### src/rtl/core/mfm_pkg.sv
// Shared types and constants for the multi-slot alpha fade mixer.
`default_nettype none
package mfm_pkg;

  localparam int unsigned SlotsDefault = 8;
  localparam int unsigned WeightW      = 17;
  localparam int unsigned TimeW        = 24;
  localparam int unsigned ElapsedW     = 16;
  localparam int unsigned ProdW        = WeightW + TimeW;
  localparam int unsigned QuotW        = 17;

  localparam logic [WeightW-1:0] OneQ16   = 17'h10000;
  localparam logic [TimeW-1:0]   ClockMax = 24'hFFFFFF;

  typedef enum logic [1:0] {
    CmdTick     = 2'd0,
    CmdAddConst = 2'd1,
    CmdAddRamp  = 2'd2,
    CmdRemove   = 2'd3
  } cmd_e;

  typedef enum logic [5:0] {
    StIdle = 6'b000001,
    StScan = 6'b000010,
    StMulR = 6'b000100,
    StDiv  = 6'b001000,
    StAcc  = 6'b010000,
    StOut  = 6'b100000
  } state_e;

  typedef struct packed {
    logic start;
    logic done;
  } div_ctl_t;

endpackage
`default_nettype wire

### src/rtl/core/mfm_divider.sv
// Restoring bit-serial divider that yields one quotient bit per cycle.
`default_nettype none
module mfm_divider (
  input  wire logic                             clk_i,
  input  wire logic                             rst_ni,
  input  wire logic                             start_i,
  input  wire logic [mfm_pkg::ProdW-1:0]        num_i,
  input  wire logic [mfm_pkg::TimeW-1:0]        den_i,
  output logic                                  done_o,
  output logic      [mfm_pkg::QuotW-1:0]        quot_o
);

  localparam int unsigned CntW = $clog2(mfm_pkg::QuotW + 1);

  logic [mfm_pkg::TimeW-1:0] rem_q, rem_d;
  logic [mfm_pkg::TimeW-1:0] den_q, den_d;
  logic [mfm_pkg::QuotW-1:0] nsh_q, nsh_d;
  logic [mfm_pkg::QuotW-1:0] quot_q, quot_d;
  logic [CntW-1:0]           cnt_q, cnt_d;
  logic                      busy_q, busy_d;
  logic                      done_q, done_d;
  logic [mfm_pkg::TimeW:0]   shifted;
  logic [mfm_pkg::TimeW+1:0] trial;

  always_comb begin
    shifted = {rem_q, nsh_q[mfm_pkg::QuotW-1]};
    trial   = {1'b0, shifted} - {2'b00, den_q};
    rem_d   = rem_q;
    den_d   = den_q;
    nsh_d   = nsh_q;
    quot_d  = quot_q;
    cnt_d   = cnt_q;
    busy_d  = busy_q;
    done_d  = 1'b0;
    if (start_i) begin
      rem_d  = num_i[mfm_pkg::ProdW-1:mfm_pkg::QuotW];
      nsh_d  = num_i[mfm_pkg::QuotW-1:0];
      den_d  = den_i;
      quot_d = '0;
      cnt_d  = CntW'(mfm_pkg::QuotW);
      busy_d = 1'b1;
    end else if (busy_q) begin
      nsh_d = {nsh_q[mfm_pkg::QuotW-2:0], 1'b0};
      if (!trial[mfm_pkg::TimeW+1]) begin
        rem_d  = trial[mfm_pkg::TimeW-1:0];
        quot_d = {quot_q[mfm_pkg::QuotW-2:0], 1'b1};
      end else begin
        rem_d  = shifted[mfm_pkg::TimeW-1:0];
        quot_d = {quot_q[mfm_pkg::QuotW-2:0], 1'b0};
      end
      cnt_d = cnt_q - CntW'(1);
      if (cnt_q == CntW'(1)) begin
        busy_d = 1'b0;
        done_d = 1'b1;
      end
    end
  end

  always_ff @(posedge clk_i or negedge rst_ni) begin
    if (!rst_ni) begin
      busy_q <= 1'b0;
      done_q <= 1'b0;
      cnt_q  <= '0;
    end else begin
      busy_q <= busy_d;
      done_q <= done_d;
      cnt_q  <= cnt_d;
    end
  end

  always_ff @(posedge clk_i) begin
    rem_q  <= rem_d;
    den_q  <= den_d;
    nsh_q  <= nsh_d;
    quot_q <= quot_d;
  end

  assign done_o = done_q;
  assign quot_o = quot_q;

endmodule
`default_nettype wire

### src/rtl/core/multi_slot_alpha_fade_mixer_top.sv
// Top level of the multi-slot alpha fade mixer with its slot table and sequencer.
// The block keeps a table of fade slots, each a constant weight or a linear ramp.
// The input channel carries one command per transaction: tick, add constant,
// add ramp or remove. The output channel returns exactly one result transaction
// per input transaction: combined alpha, assigned slot, accept flag and count.
// An add or a remove presents its result in the cycle after acceptance.
// A tick visits every slot in order with one shared multiplier and one
// bit-serial divider; a tick with no used slot goes straight to the output.
// A free or expiring slot is handled in StScan alone, a constant slot or one
// that holds its end weight in StScan and StAcc, and an interpolating slot in
// StScan, StMulR, StDiv and StAcc, where StDiv waits on the divider.
// Only one transaction is in flight: the input is ready only while idle.
// A result holds on the output until the receiver takes it; a stalled receiver
// holds the whole block. Reset frees all slots and empties the output.
`default_nettype none
module multi_slot_alpha_fade_mixer_top #(
  parameter int unsigned SLOTS = mfm_pkg::SlotsDefault
) (
  input  wire logic                                clk_i,
  input  wire logic                                rst_ni,
  input  wire logic                                in_valid_i,
  output logic                                     in_ready_o,
  input  wire logic [1:0]                          command_i,
  input  wire logic [2:0]                          slot_sel_i,
  input  wire logic [mfm_pkg::ElapsedW-1:0]        elapsed_i,
  input  wire logic [mfm_pkg::WeightW-1:0]         start_weight_i,
  input  wire logic [mfm_pkg::WeightW-1:0]         end_weight_i,
  input  wire logic [mfm_pkg::TimeW-1:0]           blend_time_i,
  input  wire logic [mfm_pkg::TimeW-1:0]           life_time_i,
  input  wire logic                                looping_i,
  output logic                                     out_valid_o,
  input  wire logic                                out_ready_i,
  output logic                                     alpha_valid_o,
  output logic      [mfm_pkg::WeightW-1:0]         alpha_o,
  output logic      [2:0]                          slot_given_o,
  output logic                                     accepted_o,
  output logic      [3:0]                          active_count_o
);

  localparam int unsigned IdxW = (SLOTS > 1) ? $clog2(SLOTS) : 1;
  localparam int unsigned CntW = $clog2(SLOTS + 1);
  localparam int unsigned WW   = mfm_pkg::WeightW;
  localparam int unsigned TW   = mfm_pkg::TimeW;

  mfm_pkg::state_e state_q, state_d;

  logic [SLOTS-1:0] used_q, used_d;
  logic [SLOTS-1:0] ramp_q, ramp_d;
  logic [SLOTS-1:0] loop_q, loop_d;
  logic [TW-1:0]    clock_q [SLOTS];
  logic [WW-1:0]    start_q [SLOTS];
  logic [WW-1:0]    end_q   [SLOTS];
  logic [WW-1:0]    now_q   [SLOTS];
  logic [TW-1:0]    blend_q [SLOTS];
  logic [TW-1:0]    life_q  [SLOTS];

  logic [IdxW-1:0]  idx_q, idx_d;
  logic [mfm_pkg::ElapsedW-1:0] elapsed_q, elapsed_d;
  logic [WW-1:0]    acc_q, acc_d;
  logic             up_q, up_d;
  logic             aval_q, aval_d;
  logic [WW-1:0]    alpha_q, alpha_d;
  logic [2:0]       given_q, given_d;
  logic             ok_q, ok_d;

  logic             wr_add, wr_clock, wr_now;
  logic [IdxW-1:0]  wr_idx;
  logic [TW-1:0]    clock_wd;
  logic [WW-1:0]    now_wd;
  logic             add_ramp;

  logic [WW-1:0]    w0, w1;
  logic [TW:0]      clk_sum;
  logic [TW-1:0]    clk_sat;
  logic [WW-1:0]    diff;
  logic [TW-1:0]    mul_a;
  logic [WW-1:0]    mul_b;
  logic [mfm_pkg::ProdW-1:0] prod;
  logic [CntW-1:0]  count;
  logic             free_found;
  logic [IdxW-1:0]  free_idx;
  logic [IdxW-1:0]  sel_idx;
  logic             sel_in_range;
  logic             last;

  logic             div_start;
  logic             div_done;
  logic [mfm_pkg::QuotW-1:0] quot;

  mfm_divider u_div (
    .clk_i   (clk_i),
    .rst_ni  (rst_ni),
    .start_i (div_start),
    .num_i   (prod),
    .den_i   (blend_q[idx_q]),
    .done_o  (div_done),
    .quot_o  (quot)
  );

  always_comb begin
    count      = '0;
    free_found = 1'b0;
    free_idx   = '0;
    for (int i = 0; i < SLOTS; i++) begin
      count = count + CntW'(used_q[i]);
      if (!used_q[i] && !free_found) begin
        free_found = 1'b1;
        free_idx   = IdxW'(i);
      end
    end
  end

  assign w0 = (start_weight_i > mfm_pkg::OneQ16) ? mfm_pkg::OneQ16 : start_weight_i;
  assign w1 = (end_weight_i > mfm_pkg::OneQ16) ? mfm_pkg::OneQ16 : end_weight_i;
  assign sel_idx      = IdxW'(slot_sel_i);
  assign sel_in_range = (32'(slot_sel_i) < SLOTS);
  assign last         = (32'(idx_q) == SLOTS - 1);

  assign clk_sum = {1'b0, clock_q[idx_q]} + (TW + 1)'(elapsed_q);
  assign clk_sat = clk_sum[TW] ? mfm_pkg::ClockMax : clk_sum[TW-1:0];
  assign diff    = up_q ? (end_q[idx_q] - start_q[idx_q]) : (start_q[idx_q] - end_q[idx_q]);

  always_comb begin
    if (state_q == mfm_pkg::StMulR) begin
      mul_a = clock_q[idx_q];
      mul_b = diff;
    end else begin
      mul_a = TW'(acc_q);
      mul_b = now_q[idx_q];
    end
  end
  assign prod = mfm_pkg::ProdW'(mul_a) * mfm_pkg::ProdW'(mul_b);

  always_comb begin
    state_d   = state_q;
    used_d    = used_q;
    ramp_d    = ramp_q;
    loop_d    = loop_q;
    idx_d     = idx_q;
    elapsed_d = elapsed_q;
    acc_d     = acc_q;
    up_d      = up_q;
    aval_d    = aval_q;
    alpha_d   = alpha_q;
    given_d   = given_q;
    ok_d      = ok_q;
    wr_add    = 1'b0;
    add_ramp  = 1'b0;
    wr_clock  = 1'b0;
    wr_now    = 1'b0;
    wr_idx    = idx_q;
    clock_wd  = clk_sat;
    now_wd    = end_q[idx_q];
    div_start = 1'b0;

    unique case (state_q)
      mfm_pkg::StIdle: begin
        if (in_valid_i) begin
          aval_d    = 1'b0;
          alpha_d   = '0;
          given_d   = '0;
          ok_d      = 1'b0;
          elapsed_d = elapsed_i;
          state_d   = mfm_pkg::StOut;
          unique case (mfm_pkg::cmd_e'(command_i))
            mfm_pkg::CmdTick: begin
              if (count != '0) begin
                aval_d  = 1'b1;
                acc_d   = mfm_pkg::OneQ16;
                idx_d   = '0;
                state_d = mfm_pkg::StScan;
              end
            end
            mfm_pkg::CmdAddConst, mfm_pkg::CmdAddRamp: begin
              if (free_found) begin
                wr_add           = 1'b1;
                add_ramp         = (mfm_pkg::cmd_e'(command_i) == mfm_pkg::CmdAddRamp);
                wr_idx           = free_idx;
                used_d[free_idx] = 1'b1;
                ramp_d[free_idx] = add_ramp;
                loop_d[free_idx] = looping_i;
                given_d          = 3'(free_idx);
                ok_d             = 1'b1;
              end
            end
            mfm_pkg::CmdRemove: begin
              if (sel_in_range && used_q[sel_idx]) begin
                used_d[sel_idx] = 1'b0;
                ramp_d[sel_idx] = 1'b0;
                ok_d            = 1'b1;
              end
            end
            default: ;
          endcase
        end
      end
      mfm_pkg::StScan: begin
        if (!used_q[idx_q]) begin
          if (last) begin
            alpha_d = acc_q;
            state_d = mfm_pkg::StOut;
          end else begin
            idx_d = idx_q + IdxW'(1);
          end
        end else begin
          wr_clock = 1'b1;
          if (!loop_q[idx_q] && clk_sat >= life_q[idx_q]) begin
            used_d[idx_q] = 1'b0;
            ramp_d[idx_q] = 1'b0;
            if (last) begin
              alpha_d = acc_q;
              state_d = mfm_pkg::StOut;
            end else begin
              idx_d = idx_q + IdxW'(1);
            end
          end else if (ramp_q[idx_q] && clk_sat >= blend_q[idx_q]) begin
            wr_now        = 1'b1;
            now_wd        = end_q[idx_q];
            ramp_d[idx_q] = 1'b0;
            state_d       = mfm_pkg::StAcc;
          end else if (ramp_q[idx_q]) begin
            up_d    = (end_q[idx_q] >= start_q[idx_q]);
            state_d = mfm_pkg::StMulR;
          end else begin
            state_d = mfm_pkg::StAcc;
          end
        end
      end
      mfm_pkg::StMulR: begin
        div_start = 1'b1;
        state_d   = mfm_pkg::StDiv;
      end
      mfm_pkg::StDiv: begin
        if (div_done) begin
          wr_now  = 1'b1;
          now_wd  = up_q ? (start_q[idx_q] + quot) : (start_q[idx_q] - quot);
          state_d = mfm_pkg::StAcc;
        end
      end
      mfm_pkg::StAcc: begin
        acc_d = prod[WW+15:16];
        if (last) begin
          alpha_d = prod[WW+15:16];
          state_d = mfm_pkg::StOut;
        end else begin
          idx_d   = idx_q + IdxW'(1);
          state_d = mfm_pkg::StScan;
        end
      end
      mfm_pkg::StOut: begin
        if (out_ready_i) begin
          state_d = mfm_pkg::StIdle;
        end
      end
      default: state_d = mfm_pkg::StIdle;
    endcase
  end

  always_ff @(posedge clk_i or negedge rst_ni) begin
    if (!rst_ni) begin
      state_q <= mfm_pkg::StIdle;
      used_q  <= '0;
      ramp_q  <= '0;
      loop_q  <= '0;
    end else begin
      state_q <= state_d;
      used_q  <= used_d;
      ramp_q  <= ramp_d;
      loop_q  <= loop_d;
    end
  end

  always_ff @(posedge clk_i) begin
    idx_q     <= idx_d;
    elapsed_q <= elapsed_d;
    acc_q     <= acc_d;
    up_q      <= up_d;
    aval_q    <= aval_d;
    alpha_q   <= alpha_d;
    given_q   <= given_d;
    ok_q      <= ok_d;
    if (wr_add) begin
      clock_q[wr_idx] <= '0;
      start_q[wr_idx] <= w0;
      now_q[wr_idx]   <= w0;
      life_q[wr_idx]  <= life_time_i;
      end_q[wr_idx]   <= add_ramp ? w1 : w0;
      blend_q[wr_idx] <= add_ramp ? blend_time_i : '0;
    end
    if (wr_clock) begin
      clock_q[wr_idx] <= clock_wd;
    end
    if (wr_now) begin
      now_q[wr_idx] <= now_wd;
    end
  end

  assign in_ready_o     = (state_q == mfm_pkg::StIdle);
  assign out_valid_o    = (state_q == mfm_pkg::StOut);
  assign alpha_valid_o  = aval_q;
  assign alpha_o        = alpha_q;
  assign slot_given_o   = given_q;
  assign accepted_o     = ok_q;
  assign active_count_o = 4'(count);

endmodule
`default_nettype wire
### config.mk
export PLATFORM = sky130hd
export DESIGN_NAME = multi_slot_alpha_fade_mixer_top
export DESIGN_NICKNAME = d
export VERILOG_FILES = /design/src/rtl/core/mfm_pkg.sv /design/src/rtl/core/mfm_divider.sv /design/src/rtl/core/multi_slot_alpha_fade_mixer_top.sv
export SDC_FILE = /design/constraint.sdc
export NUM_CORES = 2
export LEC_CHECK = 0
export ABC_CLOCK_PERIOD_IN_PS = 21600
export BUFFER_PORTS_ARGS = -buffer_cell sky130_fd_sc_hd__buf_2
export CAP_MARGIN = 20
export CORE_ASPECT_RATIO = 1.2
export CORE_MARGIN = 2
export CORE_UTILIZATION = 60
export DETAILED_ROUTE_END_ITERATION = 12
export PLACE_DENSITY = 0.77
export SETUP_SLACK_MARGIN = 0.2
export SKIP_LAST_GASP = 1
export SLEW_MARGIN = 40
export SYNTH_ARGS = -nofsm -noshare
export SYNTH_HDL_FRONTEND = slang
export SYNTH_SLANG_ARGS = --single-unit
### constraint.sdc
create_clock -name clk_i -period 21.6 [get_ports clk_i]
set_input_delay 2.16 -clock clk_i [delete_from_list [all_inputs] [get_ports clk_i]]
set_output_delay 2.16 -clock clk_i [all_outputs]
set_load 0.005 [all_outputs]
# Yosys cells after proc, flatten, opt, wreduce, memory -nomap -nowiden
# Memories as Yosys holds them, arrays and structs flattened. A register that Yosys moved wholly into a read port is not among the register bits.
# Cells that the tools add are included.
[totals]
ff_bits = 178
ram_bits = 984
out_inout_bits = 28
elab_cells = 267
memories = 6
[classes]
addsub = 15
n_mul = 1
n_lt_le_gt_ge = 11
n_eq_ne = 24
mux = 137
n_bitwise = 11
n_reduce_logical = 43
[memory_table]
columns = ["memory", "words", "word_bits", "rd", "rd_clocked_by_memory_dff", "write_ports", "line_no", "text"]
rows = [
  ["blend_q", 8, 24, 1, 1, 1, "multi_slot_alpha_fade_mixer_top.sv:54", "logic [TW-1:0] blend_q [SLOTS];"],
  ["clock_q", 8, 24, 1, 1, 1, "multi_slot_alpha_fade_mixer_top.sv:50", "logic [TW-1:0] clock_q [SLOTS];"],
  ["life_q", 8, 24, 1, 1, 1, "multi_slot_alpha_fade_mixer_top.sv:55", "logic [TW-1:0] life_q [SLOTS];"],
  ["end_q", 8, 17, 1, 1, 1, "multi_slot_alpha_fade_mixer_top.sv:52", "logic [WW-1:0] end_q [SLOTS];"],
  ["now_q", 8, 17, 1, 1, 1, "multi_slot_alpha_fade_mixer_top.sv:53", "logic [WW-1:0] now_q [SLOTS];"],
  ["start_q", 8, 17, 1, 1, 1, "multi_slot_alpha_fade_mixer_top.sv:51", "logic [WW-1:0] start_q [SLOTS];"],
]
[op_table]
columns = ["cell", "count"]
rows = [
  ["2-to-1 mux 17 bit", 19],
  ["2-to-1 mux 24 bit", 7],
  ["2-to-1 mux 8 bit", 11],
  ["2-to-1 mux 3 bit", 22],
  ["case mux 8 bit (2 select lines)", 4],
  ["2-to-1 mux 6 bit", 9],
  ["case mux 17 bit (3 select lines)", 1],
  ["subtractor 17 bit", 3],
  ["greater-or-equal comparator 24 bit", 2],
  ["2-to-1 mux 1 bit", 46],
  ["multiplier 24 x 17 -> 41 bit", 1],
  ["case mux 6 bit (6 select lines)", 1],
  ["greater-than comparator 17 bit (second input constant)", 2],
  ["case mux 17 bit (2 select lines)", 1],
  ["AND 8 bit", 4],
  ["subtractor 25 x 24 -> 26 bit", 1],
  ["adder 24 x 16 -> 25 bit", 1],
  ["2-to-1 mux 5 bit", 4],
  ["adder 17 bit", 1],
  ["greater-or-equal comparator 17 bit", 1],
  ["adder 4 x 1 -> 4 bit", 4],
  ["bitwise mux 8 bit", 2],
  ["inverter 8 bit", 2],
  ["zero test 1 bit", 14],
  ["other kinds (39)", 79],
]

# Logic depth before layout (Yosys ltp)
[logic_depth]
word_depth = 30
depth_mapped = 47
ltp_nobuf = 38

# Modules after synthesis
# Synthesis repeated with hierarchy kept, for this count alone.
[hier_totals]
hier_cells = 4833
area_unflattened_um2 = 65925.7
[by_module_without_submodules]
columns = ["module", "instances", "cells_each", "area_each_um2", "seq_area_each_um2"]
rows = [
  ["multi_slot_alpha_fade_mixer_top", 1, 4392, 61002.3, 32132.1],
  ["mfm_divider", 1, 441, 4923.5, 2467.4],
]

# Least setup slack after synthesis
# Ideal clock, no wire load.
[synth_path]
kind = "register -> register"
start = "register with a tool-made name"
end = "register u_div.rem_q[21] (netlist name) (data pin)"
setup_time_ns = 0.270
arrival_ns = 9.887
required_time_ns = 21.330
slack_ns = 11.443
stages_incl_launch_ff = 43
cell_sequence = "dfxtp_1 -> buf_4 -> buf_4 -> buf_2 -> clkbuf_1 -> buf_2 -> mux4_2 -> mux2i_1 -> ha_1 -> inv_1 -> fa_1 -> a21o_1 -> a21o_1 -> a21o_1 -> a21oi_1 -> o21ai_1 -> a32oi_1 -> xnor2_1 -> [... 7 more ...] -> fa_1 -> fa_1 -> fa_1 -> inv_1 -> fa_1 -> inv_1 -> ha_1 -> clkbuf_1 -> nand4_1 -> nor3_1 -> inv_1 -> or3_1 -> o211ai_1 -> o211a_1 -> a41o_1 -> a31oi_1 -> xor2_1 -> a21oi_1"
[synth_lines]
columns = ["item", "line_no", "text"]
rows = [
  ["to (signal assigned)", "mfm_divider.sv:72", "rem_q <= rem_d;"],
  ["to (decl)", "mfm_divider.sv:15", "logic [mfm_pkg::TimeW-1:0] rem_q, rem_d;"],
]

==> results.md <==
| Quantity | Reported | Unit |
|---|---|---|
| Setup repair after global routing missed its margin | false | - |
| Area of the mapped netlist | 65,460 | um2 |
| Area of the die | 111,800 | um2 |
| Final max-slew violation count | 0 | - |
| Min Clock Period, post-route | 11.64 | ns |
| Clock tree buffer depth | 3 | - |
| Arrival time worst endpoint | 12.10 | ns |
| Slowest CP cell | sky130_fd_sc_hd__buf_4 | - |
| Setup Viol. Count Final | 0 | - |
| Length of routed wiring on met1 | 62,070 | um |
| Die span in y | 365.8 | um |
| Reg clk slew, reported paths | 0.08 | ns |
| Buffers & Inverters on Critical Path | 9 | - |
| Area of all placed cells without fillers | 71,600 | um2 |
| Syn nets | 5,565 | - |
| Final hold violations | 0 | - |
| Total of hold buffers inserted after clock tree synthesis | 0 | - |
| Met2 routed WL | 82,150 | um |
| Wire length per cell | 25.24 | um |
| Worst clock skew | 0.07669 | ns |
| Share of post-route cells with drive strength above 1 | 14.68 | % |
| Final period utilization | 53.87 | % |
| Drt via density | 6.327 | - |
| Destination of the worst hold path | state_q[3] | - |
| Synthesis warning total | 0 | - |
| FF+latch count, synth | 1,165 | - |
| DRC violation count after routing | 0 | - |
| Cell family with most CP delay | adder cells | - |
| Clock tree from TritonCTS | done | - |
| Worst min-delay path category | reg2reg | - |
| Setup_tns | 0 | ns |
| Gpl congestion | 0.9352 | - |
| Crit path required time | 22.06 | ns |
| Gate Count Post-Synth | 4,854 | - |
| Pin count of the biggest net entering global routing | 130 | - |
| Status | finished clean | - |
| Die X-Extent | 305.5 | um |
| Register-to-Register Setup Slack | 9.96 | ns |
| Number of core rows | 132 | - |
| Vias | 40,948 | - |
| First-pass iteration count of the detailed router | 6 | - |
| Gr ovfl total | 0 | - |
| Clock Root Buffer | sky130_fd_sc_hd__clkbuf_16 | - |
| # port buffers | 135 | - |
| Cell area after placement | 67,780 | um2 |
| Skew-Pair Late Insertion Delay | 0.77 | ns |
| Number of cell instances on the worst register-to-register path | 37 | - |
| Via count of the first global-routing pass | 41,850 | - |
| H-tree levels | 3 | - |
| Total wire length after detailed routing | 163,400 | um |
| Library cell occupying the most area in the post-synthesis netlist | sky130_fd_sc_hd__edfxtp_1 | - |
| First-pass GRT wire length | 249,100 | um |
| Longest individual stage delay on the worst path | 0.67 | ns |
| Worst slew pin tran | 0.8923 | ns |
| Crit end category | register | - |
| Library cells used by synthesis | 94 | - |
| Max-Cap Viols | 0 | - |
| Number of cells on the worst hold path | 1 | - |
| Synthesis-to-layout area growth | 9.381 | % |
| Initial standard-cell utilization of the core | 60.61 | % |
| Total I/O pin count | 136 | - |
| Fin Hold WS | 0.4961 | ns |
| Total setup buffers inserted after CTS | 0 | - |
| # clock sinks | 1,165 | - |
| Post-cts repair resize count | 0 | - |
| Number of enable-type register cells in the synthesized netlist | 1,108 | - |
| Number of antenna violations at the first check in global routing | 2 | - |
| Top metal layer carrying routed signals | met5 | - |
| Number of nets at the end of the flow | 5,680 | - |
| Slew HR | 40.51 | % |
| Syn avg cell area | 13.49 | um2 |
| Hold path startpoint | u_div.done_o | - |
| Met3 wire length | 12,420 | um |
| CP max FO | 35 | - |
| Starting DRT DRC Count | 4,160 | - |
| Number of antenna-violating nets in the routed design | 0 | - |
| Core ar. | 108,000 | um2 |
| Post-synthesis async set-or-reset flop share | 3.176 | % |
| Critical Setup Path Class | reg2reg | - |
| Post-detailed-placement half-perimeter wirelength | 110,200 | um |
| Total clock buffers created by CTS | 110 | - |
| Area contributors post-synth | sky130_fd_sc_hd__edfxtp_1, sky130_fd_sc_hd__fa_1, sky130_fd_sc_hd__mux4_2 | - |
| Share of Yosys cell area claimed by the top area cell type | 50.82 | % |
| Sequential cell area fraction in the yosys report | 52.85 | % |
| Reg-to-Reg End | u_div.rem_q[21] | - |
| Critical Path Source Type | register | - |
| Ys flop type | sky130_fd_sc_hd__edfxtp_1 | - |
| Maximum clock rate | 85.94 | MHz |
| Overall global routing resource usage | 29.54 | % |
[worst max-delay path by stage]
| stage | end | cells past startpoint |
|---|---|---|
| after floorplan | u_div.rem_q[21] | 42 |
| after global placement | u_div.rem_q[20] | 34 |
| after detailed placement | u_div.rem_q[19] | 35 |
| after CTS | u_div.rem_q[19] | 35 |
| after global routing | u_div.rem_q[20] | 35 |
| final | u_div.rem_q[21] | 37 |
[cells by family (layout without fill, tap and decap cells)]
logic type	after synthesis	in the layout	share of synthesized area (%)
other cells	0	4	0
mux	432	432	11.48
simple gates	1136	1136	8.045
flops	1165	1165	52.85
buf+inv	792	999	4.746
compound gates	610	610	5.879
fa+ha+maj	603	603	15.40
xor+xnor	116	116	1.592
[cell type report]
class / instances / area, um2
Fill cell: 7489 / 36410
Antenna cell: 4 / 10.01
Sequential cell: 1165 / 34610
Timing Repair Buffer: 215 / 1346
Tap cell: 1407 / 1760
Inverter: 580 / 2180
Clock buffer: 128 / 2820
Multi-Input combinational cell: 2897 / 27980
Clock inverter: 76 / 900.9
[flip-flops by register name, summed over array words and instances, names as in the netlist, 5 cells and up, named ones only]
register      count
blend_q         192
clock_q         192
life_q          192
end_q           136
now_q           136
start_q         136
u_div.den_q      24
u_div.rem_q      24
acc_q            17
alpha_o          17
u_div.nsh_q      17
u_div.quot_o     17
elapsed_q        16
loop_q            8
ramp_q            8
used_q            8
state_q           6
u_div.cnt_q       5
[cell usage in the layout (no fill, tap or decap), types with 15 or more instances in the layout]
cell type / n
sky130_fd_sc_hd__a211oi_1: 19
sky130_fd_sc_hd__o21a_1: 23
sky130_fd_sc_hd__ha_1: 265
sky130_fd_sc_hd__nor3_1: 41
sky130_fd_sc_hd__nor2_1: 186
sky130_fd_sc_hd__nand3_1: 43
sky130_fd_sc_hd__inv_1: 576
sky130_fd_sc_hd__a21oi_1: 156
sky130_fd_sc_hd__and2_1: 79
sky130_fd_sc_hd__nor4_1: 15
sky130_fd_sc_hd__dfxtp_1: 17
sky130_fd_sc_hd__edfxtp_1: 1108
sky130_fd_sc_hd__o21ai_1: 68
sky130_fd_sc_hd__nand2_1: 518
sky130_fd_sc_hd__clkbuf_1: 18
sky130_fd_sc_hd__nand4_1: 15
sky130_fd_sc_hd__dfrtp_1: 36
sky130_fd_sc_hd__fa_1: 338
sky130_fd_sc_hd__mux2_2: 44
sky130_fd_sc_hd__mux2i_1: 126
sky130_fd_sc_hd__clkinv_1: 23
sky130_fd_sc_hd__a21o_1: 92
sky130_fd_sc_hd__buf_2: 134
sky130_fd_sc_hd__bufinv_16: 15
sky130_fd_sc_hd__nor2b_1: 60
sky130_fd_sc_hd__a31oi_1: 28
sky130_fd_sc_hd__clkbuf_16: 110
sky130_fd_sc_hd__nand2b_1: 34
sky130_fd_sc_hd__o21ai_0: 92
sky130_fd_sc_hd__clkinv_2: 20
sky130_fd_sc_hd__o21bai_1: 18
sky130_fd_sc_hd__xnor2_1: 71
sky130_fd_sc_hd__xor2_1: 42
sky130_fd_sc_hd__mux4_2: 250
sky130_fd_sc_hd__buf_4: 70
sky130_fd_sc_hd__and3_1: 56
[metal layers]
metal	vias to the layer above	track usage, %
met5	-	0
met4	4	12.02
met3	423	4.367
met2	1976	49.60
met1	20960	38.97
li1	17585	-
[cell usage after synthesis, types with 20 or more instances]
library cell / n
sky130_fd_sc_hd__a211oi_1: 20
sky130_fd_sc_hd__mux2i_1: 129
sky130_fd_sc_hd__o21ai_1: 59
sky130_fd_sc_hd__o21ai_0: 106
sky130_fd_sc_hd__xor2_1: 43
sky130_fd_sc_hd__mux2_2: 44
sky130_fd_sc_hd__mux4_2: 250
sky130_fd_sc_hd__nand3_1: 43
sky130_fd_sc_hd__nor2_1: 202
sky130_fd_sc_hd__and2_1: 79
sky130_fd_sc_hd__buf_2: 74
sky130_fd_sc_hd__a21o_1: 92
sky130_fd_sc_hd__a21oi_1: 158
sky130_fd_sc_hd__o21a_1: 23
sky130_fd_sc_hd__clkbuf_1: 109
sky130_fd_sc_hd__nand2_1: 528
sky130_fd_sc_hd__dfrtp_1: 36
sky130_fd_sc_hd__nand2b_1: 34
sky130_fd_sc_hd__and3_1: 56
sky130_fd_sc_hd__fa_1: 338
sky130_fd_sc_hd__xnor2_1: 71
sky130_fd_sc_hd__o21bai_1: 20
sky130_fd_sc_hd__inv_1: 577
sky130_fd_sc_hd__dfxtp_1: 20
sky130_fd_sc_hd__a31oi_1: 28
sky130_fd_sc_hd__ha_1: 265
sky130_fd_sc_hd__nor3_1: 41
sky130_fd_sc_hd__edfxtp_1: 1108
sky130_fd_sc_hd__nor2b_1: 60
[through the flow]
step / cells / util [%] / worst slack [ns]
floorplan: 4854 / - / 11.44
global placement: 6261 / 62.67 / 9.845
detailed placement: 6262 / 62.75 / 9.976
CTS: 6466 / 66.20 / 9.850
global route: 6468 / 66.28 / 9.171
finish: 6472 / 66.29 / 9.965
Power is left out: the tool's default activity adds up to more than one toggle a clock period on the data nets, which glitch-free logic cannot reach.
